<file path="src/rtl/tsf_pkg.sv">
`timescale 1ns / 1ps
`default_nettype none
// ---------------------------------------------------------------------------
// tsf_pkg
// Shared types and constants for the triangle scanline fill core.
// ---------------------------------------------------------------------------
package tsf_pkg;

  localparam int COORD_BITS = 12;
  localparam int FRAC_BITS  = 16;

  // derived datapath widths
  localparam int NUM_W = COORD_BITS + FRAC_BITS;      // |dx| << FRAC_BITS
  localparam int SL_W  = NUM_W + 1;                   // signed slope
  localparam int D_W   = COORD_BITS + 1;              // row offset
  localparam int PW    = SL_W + D_W;                  // slope * offset
  localparam int EW    = PW + 2;                      // edge accumulator
  localparam int QW    = EW - FRAC_BITS;              // column before clamp
  localparam int CNT_W = $clog2(NUM_W + 1);

  localparam int BIAS_LO   = 32'h800;
  localparam int BIAS_HI   = 32'h801;
  localparam int WIDTH_CAP = 1024;

  // slope slots
  localparam logic [1:0] SL_21 = 2'd0;
  localparam logic [1:0] SL_31 = 2'd1;
  localparam logic [1:0] SL_32 = 2'd2;

  // edge select
  localparam logic EDGE_A = 1'b0;
  localparam logic EDGE_B = 1'b1;

  typedef struct packed {
    logic signed [COORD_BITS-1:0] x_first;
    logic signed [COORD_BITS-1:0] y_first;
    logic signed [COORD_BITS-1:0] x_second;
    logic signed [COORD_BITS-1:0] y_second;
    logic signed [COORD_BITS-1:0] x_third;
    logic signed [COORD_BITS-1:0] y_third;
    logic [20:0]                  fill_char;
  } in_t;

  typedef struct packed {
    logic [5:0]  row;
    logic [10:0] x_start;
    logic [10:0] x_end;
    logic [20:0] span_char;
    logic        last_row;
  } out_t;

  typedef struct packed {
    logic       load;
    logic       div_go;
    logic [1:0] div_sel;
    logic       mul;
    logic       add;
    logic       edge_sel;
    logic       row;
  } cmd_t;

  typedef struct packed {
    logic div_done;
    logic has_rows;
    logic last;
  } sts_t;

endpackage
`default_nettype wire

</file>
<file path="src/rtl/tsf_div.sv">
`timescale 1ns / 1ps
`default_nettype none
// ---------------------------------------------------------------------------
// tsf_div
// Restoring divider, one quotient bit per cycle, signed numerator sign,
// unsigned denominator. A zero denominator gives a zero quotient.
// ---------------------------------------------------------------------------
module tsf_div (
  input  wire logic                              clk,
  input  wire logic                              rst_n,
  input  wire logic                              go,
  input  wire logic [tsf_pkg::NUM_W-1:0]         num,
  input  wire logic                              neg,
  input  wire logic [tsf_pkg::COORD_BITS-1:0]    den,
  output logic                                   done,
  output logic signed [tsf_pkg::SL_W-1:0]        quo
);

  localparam int CB = tsf_pkg::COORD_BITS;
  localparam int NW = tsf_pkg::NUM_W;
  localparam int CW = tsf_pkg::CNT_W;

  logic [CB-1:0] rem_r, rem_nxt;
  logic [NW-1:0] q_r, q_nxt;
  logic [CB-1:0] den_r;
  logic          neg_r;
  logic [CW-1:0] cnt_r, cnt_nxt;
  logic          done_r, done_nxt;
  logic [CB:0]   trial;
  logic [CB:0]   diff;
  logic          ge;
  logic [tsf_pkg::SL_W-1:0] mag;

  assign trial = {rem_r, q_r[NW-1]};
  assign diff  = trial - {1'b0, den_r};
  assign ge    = trial >= {1'b0, den_r};

  always_comb begin
    rem_nxt  = rem_r;
    q_nxt    = q_r;
    cnt_nxt  = cnt_r;
    done_nxt = 1'b0;
    if (go) begin
      rem_nxt = '0;
      q_nxt   = num;
      cnt_nxt = CW'(NW);
    end else if (cnt_r != '0) begin
      rem_nxt  = ge ? diff[CB-1:0] : trial[CB-1:0];
      q_nxt    = {q_r[NW-2:0], ge};
      cnt_nxt  = cnt_r - CW'(1);
      done_nxt = (cnt_r == CW'(1));
    end
  end

  always_ff @(posedge clk) begin
    if (!rst_n) begin
      cnt_r  <= '0;
      done_r <= 1'b0;
    end else begin
      cnt_r  <= cnt_nxt;
      done_r <= done_nxt;
    end
  end

  always_ff @(posedge clk) begin
    rem_r <= rem_nxt;
    q_r   <= q_nxt;
    if (go) begin
      den_r <= den;
      neg_r <= neg;
    end
  end

  assign mag  = {1'b0, q_r};
  assign done = done_r;
  assign quo  = (den_r == '0) ? '0 : (neg_r ? $signed(-mag) : $signed(mag));

endmodule
`default_nettype wire

</file>
<file path="src/rtl/tsf_datapath.sv">
`timescale 1ns / 1ps
`default_nettype none
// ---------------------------------------------------------------------------
// tsf_datapath
// Vertex sort, slope division, edge setup and per-row span generation.
// ---------------------------------------------------------------------------
module tsf_datapath (
  input  wire logic          clk,
  input  wire logic          rst_n,
  input  wire tsf_pkg::cmd_t cmd,
  output tsf_pkg::sts_t      sts,
  input  wire tsf_pkg::in_t  in_data,
  input  wire logic [10:0]   wid,
  input  wire logic [6:0]    hgt,
  output logic               out_valid,
  output tsf_pkg::out_t      out_data
);

  localparam int CB = tsf_pkg::COORD_BITS;
  localparam int FB = tsf_pkg::FRAC_BITS;
  localparam int SW = tsf_pkg::SL_W;
  localparam int DW = tsf_pkg::D_W;
  localparam int PW = tsf_pkg::PW;
  localparam int EW = tsf_pkg::EW;
  localparam int QW = tsf_pkg::QW;
  localparam logic signed [QW-1:0] ONE_Q = QW'(1);
  localparam logic signed [EW-1:0] BLO = EW'(tsf_pkg::BIAS_LO);
  localparam logic signed [EW-1:0] BHI = EW'(tsf_pkg::BIAS_HI);

  function automatic logic signed [EW-1:0] fix_of(input logic signed [CB-1:0] x);
    return $signed({{(EW-CB-FB){x[CB-1]}}, x, {FB{1'b0}}});
  endfunction

  function automatic logic signed [QW-1:0] trunc_col(input logic signed [EW-1:0] v);
    logic signed [QW-1:0] q;
    q = $signed(v[EW-1:FB]);
    if (v[EW-1] && (v[FB-1:0] != '0)) q = q + ONE_Q;
    return q;
  endfunction

  // ---- vertex sort: stable compare-swap network
  logic signed [CB-1:0] sx0, sy0, sx1, sy1, sx2, sy2, tx, ty;
  always_comb begin
    sx0 = in_data.x_first;  sy0 = in_data.y_first;
    sx1 = in_data.x_second; sy1 = in_data.y_second;
    sx2 = in_data.x_third;  sy2 = in_data.y_third;
    tx  = '0;               ty  = '0;
    if (sy0 > sy1) begin
      tx = sx0; ty = sy0; sx0 = sx1; sy0 = sy1; sx1 = tx; sy1 = ty;
    end
    if (sy1 > sy2) begin
      tx = sx1; ty = sy1; sx1 = sx2; sy1 = sy2; sx2 = tx; sy2 = ty;
    end
    if (sy0 > sy1) begin
      tx = sx0; ty = sy0; sx0 = sx1; sy0 = sy1; sx1 = tx; sy1 = ty;
    end
  end

  logic signed [CB-1:0] vx0_r, vy0_r, vx1_r, vy1_r, vx2_r, vy2_r;
  logic [20:0]          ch_r;
  logic signed [SW-1:0] s21_r, s31_r, s32_r;
  logic signed [EW-1:0] ea_r, eb_r, base_r;
  logic signed [PW-1:0] prod_r;
  logic [6:0]           row_r;
  logic                 out_valid_r;
  tsf_pkg::out_t        out_r;

  // ---- divider operands
  logic signed [CB:0]   dx, dy;
  logic [CB:0]          dx_mag;
  logic                 div_done;
  logic signed [SW-1:0] div_q;

  always_comb begin
    dx = $signed({vx0_r[CB-1], vx0_r});
    dy = $signed({vy0_r[CB-1], vy0_r});
    case (cmd.div_sel)
      tsf_pkg::SL_21: begin
        dx = $signed({vx1_r[CB-1], vx1_r}) - $signed({vx0_r[CB-1], vx0_r});
        dy = $signed({vy1_r[CB-1], vy1_r}) - $signed({vy0_r[CB-1], vy0_r});
      end
      tsf_pkg::SL_31: begin
        dx = $signed({vx2_r[CB-1], vx2_r}) - $signed({vx0_r[CB-1], vx0_r});
        dy = $signed({vy2_r[CB-1], vy2_r}) - $signed({vy0_r[CB-1], vy0_r});
      end
      default: begin
        dx = $signed({vx2_r[CB-1], vx2_r}) - $signed({vx1_r[CB-1], vx1_r});
        dy = $signed({vy2_r[CB-1], vy2_r}) - $signed({vy1_r[CB-1], vy1_r});
      end
    endcase
  end

  assign dx_mag = dx[CB] ? $unsigned(-dx) : $unsigned(dx);

  tsf_div u_div (
    .clk   (clk),
    .rst_n (rst_n),
    .go    (cmd.div_go),
    .num   ({dx_mag[CB-1:0], {FB{1'b0}}}),
    .neg   (dx[CB]),
    .den   (dy[CB-1:0]),
    .done  (div_done),
    .quo   (div_q)
  );

  // ---- row range and first-row setup
  logic signed [CB-1:0] ymin;
  logic signed [CB:0]   ymin_e, y2p1, hgt_e, ymax, row_e, row_p1;
  logic signed [DW-1:0] d0, d2;
  logic                 case_a, case_b;
  logic signed [SW-1:0] m_s;
  logic signed [DW-1:0] m_d;
  logic signed [EW-1:0] m_base;

  assign ymin   = vy0_r[CB-1] ? '0 : vy0_r;
  assign ymin_e = $signed({ymin[CB-1], ymin});
  assign y2p1   = $signed({vy2_r[CB-1], vy2_r}) + $signed((CB+1)'(1));
  assign hgt_e  = $signed({{(CB-6){1'b0}}, hgt});
  assign ymax   = (y2p1 < hgt_e) ? y2p1 : hgt_e;
  assign row_e  = $signed({{(CB-6){1'b0}}, row_r});
  assign row_p1 = row_e + $signed((CB+1)'(1));
  assign d0     = ymin_e - $signed({vy0_r[CB-1], vy0_r});
  assign d2     = ymin_e - $signed({vy2_r[CB-1], vy2_r});
  assign case_a = ymin < vy1_r;
  assign case_b = ymin == vy1_r;

  always_comb begin
    if (cmd.edge_sel == tsf_pkg::EDGE_A) begin
      if (case_a) begin
        m_s = s21_r; m_d = d0; m_base = fix_of(vx0_r);
      end else if (case_b) begin
        m_s = '0; m_d = '0; m_base = fix_of(vx1_r);
      end else begin
        m_s = s32_r; m_d = d2; m_base = fix_of(vx2_r);
      end
    end else begin
      if (case_a || (case_b && (vy0_r != vy2_r))) begin
        m_s = s31_r; m_d = d0; m_base = fix_of(vx0_r);
      end else if (case_b) begin
        m_s = '0; m_d = '0; m_base = fix_of(vx2_r);
      end else begin
        m_s = s31_r; m_d = d2; m_base = fix_of(vx2_r);
      end
    end
  end

  // ---- span of the current row
  logic signed [EW-1:0] e_lo, e_hi;
  logic signed [QW-1:0] lo, hi1, wid_q, xs, xe;
  logic signed [EW-1:0] add_val;

  assign e_lo  = (ea_r < eb_r) ? ea_r : eb_r;
  assign e_hi  = (ea_r < eb_r) ? eb_r : ea_r;
  assign lo    = trunc_col(e_lo + BLO);
  assign hi1   = trunc_col(e_hi + BHI) + ONE_Q;
  assign wid_q = $signed({{(QW-11){1'b0}}, wid});

  always_comb begin
    xs = lo[QW-1] ? '0 : ((lo > wid_q) ? wid_q : lo);
    xe = (hi1 < wid_q) ? hi1 : wid_q;
    if (xe < xs) xe = xs;
  end

  assign add_val = base_r + $signed({{(EW-PW){prod_r[PW-1]}}, prod_r});

  always_ff @(posedge clk) begin
    if (cmd.load) begin
      vx0_r <= sx0; vy0_r <= sy0;
      vx1_r <= sx1; vy1_r <= sy1;
      vx2_r <= sx2; vy2_r <= sy2;
      ch_r  <= in_data.fill_char;
    end
    if (div_done) begin
      case (cmd.div_sel)
        tsf_pkg::SL_21: s21_r <= div_q;
        tsf_pkg::SL_31: s31_r <= div_q;
        default:        s32_r <= div_q;
      endcase
    end
    if (cmd.mul) begin
      prod_r <= m_s * m_d;
      base_r <= m_base;
    end
    if (cmd.add) begin
      if (cmd.edge_sel == tsf_pkg::EDGE_A) ea_r <= add_val;
      else begin
        eb_r  <= add_val;
        row_r <= ymin[6:0];
      end
    end
    if (cmd.row) begin
      out_r.row       <= row_r[5:0];
      out_r.x_start   <= xs[10:0];
      out_r.x_end     <= xe[10:0];
      out_r.span_char <= ch_r;
      out_r.last_row  <= (row_p1 == ymax);
      ea_r  <= ea_r + $signed({{(EW-SW){(row_e < $signed({vy1_r[CB-1], vy1_r})) ?
               s21_r[SW-1] : s32_r[SW-1]}},
               ((row_e < $signed({vy1_r[CB-1], vy1_r})) ? s21_r : s32_r)});
      eb_r  <= eb_r + $signed({{(EW-SW){s31_r[SW-1]}}, s31_r});
      row_r <= row_r + 7'd1;
    end
  end

  always_ff @(posedge clk) begin
    if (!rst_n) out_valid_r <= 1'b0;
    else        out_valid_r <= cmd.row;
  end

  assign sts.div_done = div_done;
  assign sts.has_rows = ymin_e < ymax;
  assign sts.last     = (row_p1 == ymax);
  assign out_valid    = out_valid_r;
  assign out_data     = out_r;

endmodule
`default_nettype wire

</file>
<file path="src/rtl/tsf_ctrl.sv">
`timescale 1ns / 1ps
`default_nettype none
// ---------------------------------------------------------------------------
// tsf_ctrl
// Sequencer: load, the slope divisions, setup of edges A and B, row walk.
// ---------------------------------------------------------------------------
module tsf_ctrl (
  input  wire logic          clk,
  input  wire logic          rst_n,
  input  wire logic          start,
  output logic               busy,
  input  wire tsf_pkg::sts_t sts,
  output tsf_pkg::cmd_t      cmd
);

  localparam logic [2:0] ST_IDLE     = 3'd0;
  localparam logic [2:0] ST_DIV_GO   = 3'd1;
  localparam logic [2:0] ST_DIV_WAIT = 3'd2;
  localparam logic [2:0] ST_MUL      = 3'd3;
  localparam logic [2:0] ST_ADD      = 3'd4;
  localparam logic [2:0] ST_ROW      = 3'd5;

  logic [2:0] state_r, state_nxt;
  logic [1:0] idx_r, idx_nxt;
  logic       edge_r, edge_nxt;

  always_comb begin
    state_nxt    = state_r;
    idx_nxt      = idx_r;
    edge_nxt     = edge_r;
    cmd          = '0;
    cmd.div_sel  = idx_r;
    cmd.edge_sel = edge_r;
    case (state_r)
      ST_IDLE: begin
        if (start) begin
          cmd.load  = 1'b1;
          idx_nxt   = tsf_pkg::SL_21;
          state_nxt = ST_DIV_GO;
        end
      end
      ST_DIV_GO: begin
        cmd.div_go = 1'b1;
        state_nxt  = ST_DIV_WAIT;
      end
      ST_DIV_WAIT: begin
        if (sts.div_done) begin
          if (idx_r == tsf_pkg::SL_32) begin
            edge_nxt  = tsf_pkg::EDGE_A;
            state_nxt = ST_MUL;
          end else begin
            idx_nxt   = idx_r + 2'd1;
            state_nxt = ST_DIV_GO;
          end
        end
      end
      ST_MUL: begin
        cmd.mul   = 1'b1;
        state_nxt = ST_ADD;
      end
      ST_ADD: begin
        cmd.add = 1'b1;
        if (edge_r == tsf_pkg::EDGE_A) begin
          edge_nxt  = tsf_pkg::EDGE_B;
          state_nxt = ST_MUL;
        end else begin
          state_nxt = sts.has_rows ? ST_ROW : ST_IDLE;
        end
      end
      ST_ROW: begin
        cmd.row = 1'b1;
        if (sts.last) state_nxt = ST_IDLE;
      end
      default: state_nxt = ST_IDLE;
    endcase
  end

  always_ff @(posedge clk) begin
    if (!rst_n) begin
      state_r <= ST_IDLE;
      idx_r   <= '0;
      edge_r  <= tsf_pkg::EDGE_A;
    end else begin
      state_r <= state_nxt;
      idx_r   <= idx_nxt;
      edge_r  <= edge_nxt;
    end
  end

  assign busy = (state_r != ST_IDLE);

endmodule
`default_nettype wire

</file>
<file path="src/rtl/triangle_scanline_fill_core.sv">
`timescale 1ns / 1ps
`default_nettype none
// ---------------------------------------------------------------------------
// triangle_scanline_fill_core
// Scanline fill of one triangle into per-row spans on a character canvas.
// ---------------------------------------------------------------------------
// Usage:
//   Drive in_data and raise start while busy is low; the triangle is taken
//   on that edge and busy stays high until its last span has been issued.
//   Each span appears on out_data for one cycle with out_valid high; the
//   final span of a triangle has last_row set. A triangle covering no canvas
//   row produces no spans.
//   Setup: one shared bit-serial divider computes each of the edge slopes
//   in turn, then the spans follow at one span per cycle. The first span
//   shows in the cycle after the row walk starts.
//   Canvas size is written through the cfg channel (index 0 width, index 1
//   height); the user must write it only while busy is low, which the block
//   itself does not enforce; cfg_ready is always high.
//   Reset (rst_n low, synchronous) returns to idle and sets the canvas to
//   80 x 25. Spans cannot be held off, so out_valid pulses are the only
//   record of each transfer.
// ---------------------------------------------------------------------------
module triangle_scanline_fill_core #(
  parameter int MAX_ROWS = 64
) (
  input  wire logic         clk,
  input  wire logic         rst_n,
  input  wire logic         start,
  output logic              busy,
  input  wire tsf_pkg::in_t in_data,
  output logic              out_valid,
  output tsf_pkg::out_t     out_data,
  input  wire logic         cfg_valid,
  output logic              cfg_ready,
  input  wire logic         cfg_index,
  input  wire logic [10:0]  cfg_data
);

  localparam logic CFG_WIDTH  = 1'b0;
  localparam logic CFG_HEIGHT = 1'b1;

  logic [10:0]   width_r;
  logic [6:0]    height_r;
  logic [10:0]   wid_eff;
  logic [6:0]    hgt_eff;
  tsf_pkg::cmd_t cmd;
  tsf_pkg::sts_t sts;

  always_ff @(posedge clk) begin
    if (!rst_n) begin
      width_r  <= 11'd80;
      height_r <= 7'd25;
    end else if (cfg_valid && cfg_ready) begin
      if (cfg_index == CFG_WIDTH)  width_r  <= cfg_data;
      if (cfg_index == CFG_HEIGHT) height_r <= cfg_data[6:0];
    end
  end

  assign cfg_ready = 1'b1;
  assign wid_eff = (width_r > 11'(tsf_pkg::WIDTH_CAP)) ? 11'(tsf_pkg::WIDTH_CAP) : width_r;
  assign hgt_eff = (height_r > 7'(MAX_ROWS)) ? 7'(MAX_ROWS) : height_r;

  tsf_ctrl u_ctrl (
    .clk   (clk),
    .rst_n (rst_n),
    .start (start),
    .busy  (busy),
    .sts   (sts),
    .cmd   (cmd)
  );

  tsf_datapath u_dp (
    .clk       (clk),
    .rst_n     (rst_n),
    .cmd       (cmd),
    .sts       (sts),
    .in_data   (in_data),
    .wid       (wid_eff),
    .hgt       (hgt_eff),
    .out_valid (out_valid),
    .out_data  (out_data)
  );

endmodule
`default_nettype wire
</file>
<file path="config.mk">
export PLATFORM = sky130hd
export DESIGN_NAME = triangle_scanline_fill_core
export DESIGN_NICKNAME = d
export VERILOG_FILES = /design/src/rtl/tsf_pkg.sv /design/src/rtl/tsf_div.sv /design/src/rtl/tsf_datapath.sv /design/src/rtl/tsf_ctrl.sv /design/src/rtl/triangle_scanline_fill_core.sv
export SDC_FILE = /design/constraint.sdc
export NUM_CORES = 2
export LEC_CHECK = 0
export BUFFER_PORTS_ARGS = -buffer_cell sky130_fd_sc_hd__buf_2
export CORE_MARGIN = 10
export CORE_UTILIZATION = 40
export CTS_BUF_LIST = sky130_fd_sc_hd__clkbuf_8 sky130_fd_sc_hd__clkbuf_16
export CTS_CLUSTER_DIAMETER = 200
export DETAILED_ROUTE_END_ITERATION = 8
export GPL_TIMING_DRIVEN = 1
export PLACE_DENSITY = 0.58
export SLEW_MARGIN = 20
export SYNTH_ARGS = -nofsm -noshare
export SYNTH_HDL_FRONTEND = slang
export SYNTH_SLANG_ARGS = --single-unit
</file>
<file path="constraint.sdc">
create_clock -name clk -period 14.35 [get_ports clk]
set_input_delay 0.7175 -clock clk [delete_from_list [all_inputs] [get_ports clk]]
set_output_delay 0.7175 -clock clk [all_outputs]
set_load 0.1 [all_outputs]
</file>
==> impl_metrics.yaml <==
outcome:
  status: "complete, no violations"
clocking:
  clock-sinks: 463
  hold_buffers: 0
  clk_pin_slew_ns: 0.06
  cts_max_level: 2
  cts-resized-gates: 0
  cts_root_buffer: "clkbuf_16"
  postCtsSetupRepairBufs: 0
  tritoncts: "built"
  numCtsBuffers: 55
  clockBufferDepth: 3
  clk_latency_ns: 0.68
worst_hold_path:
  min_from: "in_data[3]"
  whs_path_depth: 1
  hp-class: "in -> reg"
  hold_end: "u_dp.ch_r[3]"
yosys:
  netlist_area_um2: 50500
  ys_seq_area_share_pct: 26.3
  syn_area_per_cell_um2: 8.92
  async_flop_share_pct: 0
  synth_top_flop_cell: "edfxtp_1"
  synth_cell_types: 111
  yosys_warnings: 0
  synthCells: 5667
  synth_seq_cells: 463
  synth-edff-count: 404
worst_setup_path:
  critPathKind: "reg -> reg"
  crit_slowest_cell: "a32o_1"
  r2r_cells: 51
  required_ns: 14.78
  rrSetupSlack_ns: 1.80
  crit_fanout: 33
  start_kind: "register"
  reg2reg_to: "u_dp.prod_r[41]"
  reg2reg_from: "u_dp.vy0_r[11]"
  cp-end-kind: "register"
  slowest_delay_ns: 0.91
  crit_arrival_ns: 12.98
floorplanning:
  initial_core_util_pct: 40.3
  fp.dieArea_um2: 141000
  die_w_um: 375
  rows: 130
  die_y_um: 375
  io-pin-count: 162
  coreArea_um2: 126000
sta:
  tightestPinTransition_ns: 1.08
  grt_setup_unrepaired: "no"
  finalHoldViolCount: 0
  skew_ns: 0.0688
  min_period_over_period_pct: 87.5
  fmax_ghz: 0.0797
  setup_viol: 0
  tns_ns: 0
  period_needed_ns: 12.55
  slew_headroom_pct: 27.7
  drv_slew: 0
global_routing:
  grt_max_degree: 76
  grt_pass1_wl_um: 246000
  grt_util_all_layers_pct: 22.1
  use_met2_pct: 35.5
  antenna_found_initial: 6
  use_met3_pct: 3.09
  overflow: 0
  gr-usage-met1_pct: 30.2
  grt_pass1_vias: 41100
  busiest_layer: "met2"
routing:
  avgViaCountPerCell: 5.64
  firstDrtPassIters: 8
  ant_nets: 0
  drc_errors: 0
  vias: 42100
  drtIter0Drc: 3232
  routed_wl_um: 159000
  wire_per_inst_um: 21.4
cells_and_area:
  area_growth_pct: 9.20
  layout-drive-gt1-share_pct: 8.14
  nFillCells: 12300
  nNetsFinal: 6688
place:
  place_congestion: 1.01
  dp_hpwl_um: 129000
  io_buffers: 160
run:
  cap_violations: 0
## cells in the mapped netlist, types with 36 or more instances
cell type,number,area [um2]
nand2_1,644,2420
inv_1,535,2010
nor2_1,509,1910
ha_1,465,5820
edfxtp_1,404,12100
fa_1,349,6990
a21oi_1,302,1510
o21ai_0,292,1460
xnor2_1,233,2040
nand3_1,174,871
clkbuf_1,159,597
nor3_1,137,686
xor2_1,131,1150
a21o_1,108,811
nor2b_1,82,513
mux2i_1,80,801
and2_1,71,444
nand4_1,71,444
nand2b_1,66,413
dfxtp_1,59,1180
mux2_2,57,642
o21a_1,46,345
or3_1,42,263
a22oi_1,36,270
## state kept, by name (all words and copies together) (netlist names), 2 cells and up
signal / cells
u_dp.row_r: 7
u_dp.s21_r: 29
u_dp.vy0_r: 12
u_dp.ea_r: 44
u_dp.prod_r: 42
u_dp.u_div.rem_r: 12
u_dp.u_div.cnt_r: 5
u_dp.u_div.den_r: 12
u_dp.vx2_r: 12
u_dp.s32_r: 29
height_r: 7
u_dp.vy1_r: 12
u_ctrl.idx_r: 2
u_dp.out_data: 50
u_dp.ch_r: 21
u_dp.u_div.q_r: 28
u_ctrl.state_r: 3
u_dp.eb_r: 44
u_dp.vx0_r: 12
u_dp.s31_r: 29
u_dp.vx1_r: 12
u_dp.vy2_r: 12
width_r: 11
u_dp.base_r: 12
## logic make-up after synthesis
family	share of synthesized area, %
mux	2.85
simple gates	18.4
flops	26.3
other cells	0.00742
fa+ha+maj	25.4
compound gates	15.1
buf+inv	5.66
xor+xnor	6.34
## through the flow
stage | setup slack [ns] | area [um2] | cells | hold WS [ns] | utilization (%)
2_1_floorplan | 3.32 | 50600 | 5683 | 0.400 | -
3_3_place_gp | 1.93 | 53300 | 7357 | 0.400 | 42.5
3_5_place_dp | 1.78 | 53300 | 7357 | 0.405 | 42.5
4_1_cts | 1.74 | 55200 | 7459 | 0.164 | 43.9
5_1_grt | 0.905 | 55200 | 7461 | 0.181 | 44.0
6_report | 1.80 | 55200 | 7462 | 0.213 | 44.0
## worst max-delay path by stage
stage | start | endpoint | slack (ns) | cells past startpoint
finish | u_dp.vy0_r[11] | u_dp.prod_r[41] | 1.80 | 51
global route | u_dp.vy0_r[11] | u_dp.prod_r[41] | 0.91 | 51
detailed placement | u_dp.vy0_r[11] | u_dp.prod_r[41] | 1.78 | 51
CTS | u_dp.vy0_r[11] | u_dp.prod_r[41] | 1.74 | 51
global placement | u_dp.vy0_r[11] | u_dp.prod_r[41] | 1.93 | 51
floorplan | u_dp.vy0_r[11] | u_dp.prod_r[41] | 3.32 | 52
## routing by layer
layer	wire, um	part of all wire [%]
met1	71600	45
met2	72000	45
met3	9410	5.9
met4	6460	4.1
met5	13	0.0082
## area by class of cell
cell class                      instances  area, um2  area share [%]
Antenna cell                            2       5.00         0.00907
Timing Repair Buffer                  227       1320            2.40
Inverter                              540       2030            3.68
Clock inverter                         44        405           0.734
Tap cell                             1650       2060            3.74
Multi-Input combinational cell       4478      34600            62.8
Sequential cell                       463      13300            24.1
Clock buffer                           58       1420            2.57
## placed cells by master (no fill, tap or decap), types with 42 or more instances in the layout
master       n
a21o_1     108
fa_1       349
nand2b_1    66
nor2_1     505
edfxtp_1   404
o21ai_0    289
buf_4       66
mux2_2      57
nand2_1    644
dfxtp_1     59
or3_1       42
nor2b_1     82
buf_2      160
nand4_1     71
a21oi_1    295
o21a_1      46
nand3_1    174
xnor2_1    233
inv_1      542
ha_1       465
mux2i_1     78
nor3_1     137
xor2_1     131
and2_1      70
clkbuf_16   55
## critical path, delay by kind of cell, from the launching register on
kind / cells / cell delay, ns
buffers and inverters: 8 / 1.10
adders and majority gates: 8 / 3.25
DFF: 1 / 0.36
and+or+nand+nor: 10 / 1.38
xor gates and xnor gates: 1 / 0.08
AOI/OAI and AO/OA: 24 / 6.07
Power is not shown: default switching activity piles up to over one toggle a cycle in this logic, so the estimate is an artifact.
